`src/lfu_pkg.sv`:
```
`default_nettype none
// ----------------------------------------------------------------------------
// lfu_pkg
// Shared types and constants for the LFU cache table.
// ----------------------------------------------------------------------------
package lfu_pkg;

  localparam int unsigned CAP_W   = 7;
  localparam int unsigned WORD_W  = 32;
  localparam int unsigned STAMP_W = 48;

  localparam logic CMD_GET = 1'b0;
  localparam logic CMD_PUT = 1'b1;

  localparam logic [CAP_W-1:0]  CAP_RESET = 7'd64;
  localparam logic [WORD_W-1:0] MISS_VALUE = '1;   // -1 on a get miss
  localparam logic [WORD_W-1:0] COUNT_MAX  = '1;   // use count saturates here

  typedef struct packed {
    logic              command;
    logic signed [31:0] key;
    logic signed [31:0] put_value;
  } in_beat_t;

  typedef struct packed {
    logic              hit;
    logic signed [31:0] read_value;
    logic              evicted;
    logic signed [31:0] evicted_key;
  } out_beat_t;

  // One table row as held in the memory.
  typedef struct packed {
    logic               valid;
    logic [WORD_W-1:0]  key;
    logic [WORD_W-1:0]  data;
    logic [WORD_W-1:0]  count;
    logic [STAMP_W-1:0] stamp;
  } entry_t;

  // Summary of one pass over the table.
  typedef struct packed {
    logic              match;
    entry_t            match_ent;
    logic              free_found;
    logic              victim_found;
    logic [WORD_W-1:0] victim_key;
  } scan_sum_t;

endpackage
`default_nettype wire

```
`src/lfu_scan.sv`:
```
`default_nettype none
// ----------------------------------------------------------------------------
// lfu_scan
// Walks the read stream of the table: first key match, first free slot,
// and the eviction candidate (lowest count, then oldest stamp, then index).
// ----------------------------------------------------------------------------
module lfu_scan #(
  parameter int unsigned AW = 6
) (
  input  wire logic              clk,
  input  wire logic              rst_n,
  input  wire logic              start,
  input  wire logic [31:0]       key,
  input  wire logic              rd_vld,
  input  wire logic [AW-1:0]     rd_idx,
  input  wire lfu_pkg::entry_t   rd_ent,
  output lfu_pkg::scan_sum_t     sum,
  output logic [AW-1:0]          match_idx,
  output logic [AW-1:0]          victim_idx,
  output logic [AW-1:0]          free_idx
);
  import lfu_pkg::*;

  logic               match_r, free_found_r, victim_found_r;
  entry_t             match_ent_r;
  logic [AW-1:0]      match_idx_r, victim_idx_r, free_idx_r;
  logic [WORD_W-1:0]  vic_count_r, vic_key_r;
  logic [STAMP_W-1:0] vic_stamp_r;

  logic take_match, take_free, take_victim;

  always_comb begin
    take_match  = rd_vld && rd_ent.valid && (rd_ent.key == key) && !match_r;
    take_free   = rd_vld && !rd_ent.valid && !free_found_r;
    take_victim = rd_vld && rd_ent.valid &&
                  (!victim_found_r || (rd_ent.count < vic_count_r) ||
                   ((rd_ent.count == vic_count_r) && (rd_ent.stamp < vic_stamp_r)));
  end

  always_ff @(posedge clk) begin
    if (!rst_n || start) begin
      match_r        <= 1'b0;
      free_found_r   <= 1'b0;
      victim_found_r <= 1'b0;
    end else begin
      if (take_match) begin
        match_r <= 1'b1;
      end
      if (take_free) begin
        free_found_r <= 1'b1;
      end
      if (take_victim) begin
        victim_found_r <= 1'b1;
      end
    end
    if (take_match) begin
      match_ent_r <= rd_ent;
      match_idx_r <= rd_idx;
    end
    if (take_free) begin
      free_idx_r <= rd_idx;
    end
    if (take_victim) begin
      victim_idx_r <= rd_idx;
      vic_count_r  <= rd_ent.count;
      vic_stamp_r  <= rd_ent.stamp;
      vic_key_r    <= rd_ent.key;
    end
  end

  always_comb begin
    sum.match        = match_r;
    sum.match_ent    = match_ent_r;
    sum.free_found   = free_found_r;
    sum.victim_found = victim_found_r;
    sum.victim_key   = vic_key_r;
    match_idx        = match_idx_r;
    victim_idx       = victim_idx_r;
    free_idx         = free_idx_r;
  end

endmodule
`default_nettype wire
```
`config.mk`:
```
export PLATFORM = sky130hd
export DESIGN_NAME = lfu_scan
export DESIGN_NICKNAME = d
export VERILOG_FILES = /design/src/lfu_pkg.sv /design/src/lfu_scan.sv
export SDC_FILE = /design/constraint.sdc
export NUM_CORES = 1
export LEC_CHECK = 0
export BUFFER_PORTS_ARGS = -buffer_cell sky130_fd_sc_hd__buf_2
export CORE_MARGIN = 10
export CORE_UTILIZATION = 45
export CTS_BUF_LIST = sky130_fd_sc_hd__clkbuf_4 sky130_fd_sc_hd__clkbuf_8
export CTS_CLUSTER_SIZE = 8
export DETAILED_ROUTE_END_ITERATION = 12
export PLACE_DENSITY = 0.73
export RECOVER_POWER = 25
export SETUP_SLACK_MARGIN = 0.1
export SLEW_MARGIN = 10
export SYNTH_ARGS = -nofsm -noshare
export SYNTH_HDL_FRONTEND = slang
export SYNTH_SLANG_ARGS = --single-unit
```
`constraint.sdc`:
```
create_clock -name clk -period 26.7 [get_ports clk]
set_input_delay 1.335 -clock clk [delete_from_list [all_inputs] [get_ports clk]]
set_output_delay 1.335 -clock clk [all_outputs]
set_load 0.02 [all_outputs]
```
**Word-level counts from Yosys, hierarchy flattened**

Index checks and enable logic that the tools add are counted.

- $lt $le $gt $ge: 2
- Divide/modulo/power cells: 0
- Multiplexer cells: 0
- $add $sub $neg: 0
- Bitwise operators: 0
- Reduce and logical (&&, ||, !) cells: 15
- Shift-type cells: 0
- Multiply operators: 0
- Equal/unequal tests: 2

Operator list:

| cell | number |
|---|---|
| 32-bit == test | 2 |
| 48-bit less-than comparator | 1 |
| 32-bit less-than comparator | 1 |
| 1-bit logical AND | 7 |
| 1-bit logical NOT | 5 |
| 1-bit logical OR | 3 |

- Bits in registers: 278
- Memories: 0
- ROM bits: 0
- Output and inout bits: 198
- Logic and storage cells: 33
- RAM bits: 0
- Bits in latches: 0

**Longest topological paths before layout**

- Depth after elaboration: 4
- Gate-level depth with buffers: 8
- Depth with buffers taken out: 8

**Least setup slack after synthesis**

No wires, ideal clock.

- Path kind: input to register
- Start: in key[5]
- End: reg match_idx_r[0] (netlist: match_idx[0]), enable pin
- Setup time: 0.745 ns
- Setup slack: 15.896 ns
- Path buffers: 0
- Stages: 5
- Arrival: 10.059 ns
- Data required time: 25.955 ns
- Cell sequence: xnor2_1 -> nand4_1 -> nor4_1 -> nand4_1 -> nor4_2

- Cells in the longest elaborated chain, start to end: 3

RTL lines:

| element | line | source |
|---|---|---|
| start: declaration | lfu_scan.sv:13 | `input wire logic [31:0] key,` |
| 32-bit == test | lfu_scan.sv:33 | `take_match = rd_vld && rd_ent.valid && (rd_ent.key == key) && !match_r;` |
| 1-bit logical AND (2 in a row) | lfu_scan.sv:33 |  |
| net take_match | lfu_scan.sv:30 | `logic take_match, take_free, take_victim;` |
| end signal: assignment | lfu_scan.sv:58 | `match_idx_r <= rd_idx;` |
| end: declaration | lfu_scan.sv:26 | `logic [AW-1:0] match_idx_r, victim_idx_r, free_idx_r;` |

The timed path passes the listed nets, and every way through them passes these cells.
A chain may end at the register's enable or synchronous reset.

**Worst setup path in the final report**

- Start: in rd_ent[25] (netlist name)
- End: reg vic_key_r[10], enable pin

- Cells in the longest elaborated chain, start to end: 4

RTL lines:

| element | line | source |
|---|---|---|
| start: declaration | lfu_scan.sv:16 | `input wire lfu_pkg::entry_t rd_ent,` |
| 48-bit less-than comparator | lfu_scan.sv:37 | `((rd_ent.count == vic_count_r) && (rd_ent.stamp < vic_stamp_r)));` |
| 1-bit logical AND | lfu_scan.sv:37 |  |
| 1-bit logical OR | lfu_scan.sv:36 | `(!victim_found_r \|\| (rd_ent.count < vic_count_r) \|\|` |
| 1-bit logical AND | lfu_scan.sv:35 | `take_victim = rd_vld && rd_ent.valid &&` |
| net take_victim | lfu_scan.sv:30 |  |
| end signal: assignment | lfu_scan.sv:67 | `vic_key_r <= rd_ent.key;` |
| end: declaration | lfu_scan.sv:27 | `logic [WORD_W-1:0] vic_count_r, vic_key_r;` |

The timed path passes the listed nets, and every way through them passes these cells.

==> flow_metrics.py <==
metrics = {
    "outcome": {
        "status": "completed",
    },
    "timing": {
        "grt_setup_unrepaired": "false",
        "slew_headroom_pct": 23.9,
        "finalWorstSetupSlack_ns": 22.31,
        "tightest_slew_ns": 1.14,
        "fin_skew_ns": 0.0257,
        "layout_min_cycle_time_ns": 4.39,
        "hold_viol_final": 0,
        "finalCritPeriodShare_pct": 16.4,
        "fmax_mhz": 228,
        "tns_ns": 0,
        "setup_viol": 0,
        "drv_slew": 0,
    },
    "finish": {
        "layout_commonest_cell": "buf_2",
        "nets": 1311,
        "multi_input_area_mm2": 0.00211,
        "final_cell_mix": "buf_2, edfxtp_1, clkbuf_1",
        "final_design_area_no_fill_mm2": 0.0138,
        "nFillCells": 1921,
        "drive_above_1_share_pct": 34.8,
        "seqCellArea_mm2": 0.00832,
        "area_growth_pct": 28.4,
    },
    "yosys": {
        "syn_avg_cell_area_um2": 17.5,
        "synth_cells": 613,
        "synth_fp_nets": 879,
        "async_flop_share_pct": 0,
        "synth_edf_count": 275,
        "synth.largest_area_cell": "edfxtp_1",
        "ys_top_cells_by_area": "edfxtp_1, ha_1, inv_1",
        "synth-seq-cells": 278,
        "synthesis.area_mm2": 0.0107,
        "yosysSeqAreaShare_pct": 77.5,
        "ys_warn_count": 0,
        "synth_cell_types": 37,
        "synthFlopType": "edfxtp_1",
        "yosysTopAreaCellShare_pct": 76.9,
    },
    "route": {
        "drt_iter0_drc": 350,
        "wirelength_um": 27700,
        "drt_pass1_iterations": 4,
        "wire_per_inst_um": 19.9,
        "vias": 6681,
        "viasPerCell": 4.80,
        "detail-route-antenna-nets": 0,
        "drc": 0,
    },
    "floorplan": {
        "pin_count": 385,
        "die_area_mm2": 0.0304,
        "die_h_um": 174,
        "fp.dieW_um": 174,
        "start_util_pct": 45.7,
        "core_mm2": 0.0235,
        "num_rows": 56,
    },
    "place": {
        "pre_cts_slack_ns": 21.66,
        "dpl_cell_area_mm2": 0.0131,
        "gp_congestion": 0.836,
        "hpwl_um": 21200,
        "io_buffers": 384,
    },
    "global_route": {
        "grt_pass1_vias": 7035,
        "grt_max_degree": 89,
        "grt_pass1_wl_um": 41100,
        "antenna_found_initial": 1,
        "grt_usage_pct": 17.4,
        "grt_overflow": 0,
    },
    "worst_setup_path": {
        "cp-start-kind": "primary input",
        "end_kind": "register",
        "worst_ep_arrival_time_ns": 4.55,
        "rr_startpoint": "vic_count_r[14]",
        "critPathKind": "primary input to register",
        "cp_max_fo": 62,
        "cp.required_ns": 26.86,
        "cp-startpoint": "rd_ent[25]",
    },
    "clock_network": {
        "cts-buffers-inserted": 46,
        "cts-hold-fix-buffers": 0,
        "cts_root_buf": "clkbuf_8",
        "clockBufferDepth": 3,
        "cts.sinks": 278,
        "cts_max_level": 2,
        "cts.clk_slew.worst_paths_ns": 0.06,
        "cts_tree": "yes",
        "post_cts_buffers": 0,
        "cts_resized": 0,
        "clock_latency_ns": 0.55,
    },
    "power": {
        "cellPowerDensity_mw_per_mm2": 64.4,
        "leakage_nw": 5.65,
        "ir_drop_v": 0.0000496,
    },
    "worst_hold_path": {
        "hp-class": "register to register",
        "hold_path.startpoint": "free_found_r",
    },
    "run": {
        "maxCapViolations": 0,
    },
}
kinds of logic (layout without fill, tap and decap cells):
| logic type | Yosys count | after routing | synth area share, % |
|---|---|---|---|
| xor+xnor | 32 | 32 | 2.61 |
| simple gates | 75 | 75 | 3.94 |
| fa+ha+maj | 79 | 79 | 9.21 |
| buf+inv | 83 | 543 | 3.01 |
| other cells | 0 | 1 | 0 |
| flops | 278 | 278 | 77.5 |
| compound gates | 66 | 66 | 3.74 |
synth_stat cells, types with 2 or more instances:
master	n
inv_1	80
nor2b_1	7
o21a_1	4
a21boi_0	2
xor2_1	12
xnor2_1	20
dfxtp_1	3
o21ai_0	9
edfxtp_1	275
a21oi_1	32
nand2_1	14
a2111oi_0	2
nor4_1	5
nor2_1	6
a21o_1	6
a211oi_1	3
ha_1	79
nand4_1	20
nor3_1	2
and4_1	3
nand3_1	11
buf_4	3
through the flow:
step | instances | utilization (%) | hold slack, ns | power, W
global placement | 1316 | 55.7 | 0.472 | 0.000559
floorplan | 613 | - | 0.464 | 0.000530
global route | 1392 | 58.7 | 0.528 | 0.000926
finish | 1393 | 58.7 | 0.504 | 0.000888
detailed placement | 1316 | 55.7 | 0.496 | 0.000561
CTS | 1392 | 59.1 | 0.511 | 0.000901
flip-flops by register name, summed over array words and instances (netlist names):
register	count
free_found_r	1
free_idx	6
match_idx	6
match_r	1
sum	145
vic_count_r	32
vic_key_r	32
vic_stamp_r	48
victim_found_r	1
victim_idx	6
worst max-delay path, cell delays in order:
cell       delay, ns
buf_2           0.12
ha_1            0.30
a21oi_1         0.13
nor2_1          0.05
a211oi_1        0.24
o21ai_1         0.15
a2111oi_0       0.54
a31o_4          0.79
buf_4           0.77
routing by layer:
metal | track usage, % | part of all wire, %
met1 | 20.4 | 39
met2 | 29.5 | 50
met3 | 5.83 | 8.8
met4 | 6.02 | 2.7
met5 | 0 | 0
worst paths after layout:
| kind | endpoint | slack [ns] | cells after the start |
|---|---|---|---|
| max reg2reg | vic_key_r[10] | 22.89 | 8 |
| max | vic_key_r[10] | 22.31 | 9 |
| min reg2reg | free_found_r | 0.50 | 1 |
| min | free_found_r | 0.50 | 1 |
layout make-up:
| cell class | instances | share of cell area, % |
|---|---|---|
| Sequential cell | 278 | 60.4 |
| Multi-Input combinational cell | 252 | 15.3 |
| Timing Repair Buffer | 387 | 13.3 |
| Clock buffer | 57 | 5.24 |
| Tap cell | 319 | 2.90 |
| Inverter | 80 | 2.18 |
| Clock inverter | 19 | 0.645 |
| Antenna cell | 1 | 0.0182 |
power breakdown:
| group | total (W) | internal (W) | leakage [nW] | switching (W) |
|---|---|---|---|---|
| clock | 0.000338 | 0.000177 | 0.434 | 0.000161 |
| sequential | 0.000492 | 0.000490 | 2.54 | 0.00000208 |
| combinational | 0.0000578 | 0.0000229 | 2.68 | 0.0000348 |
| total | 0.000888 | 0.000690 | 5.65 | 0.000198 |
Power figures use the tool's default switching activity.
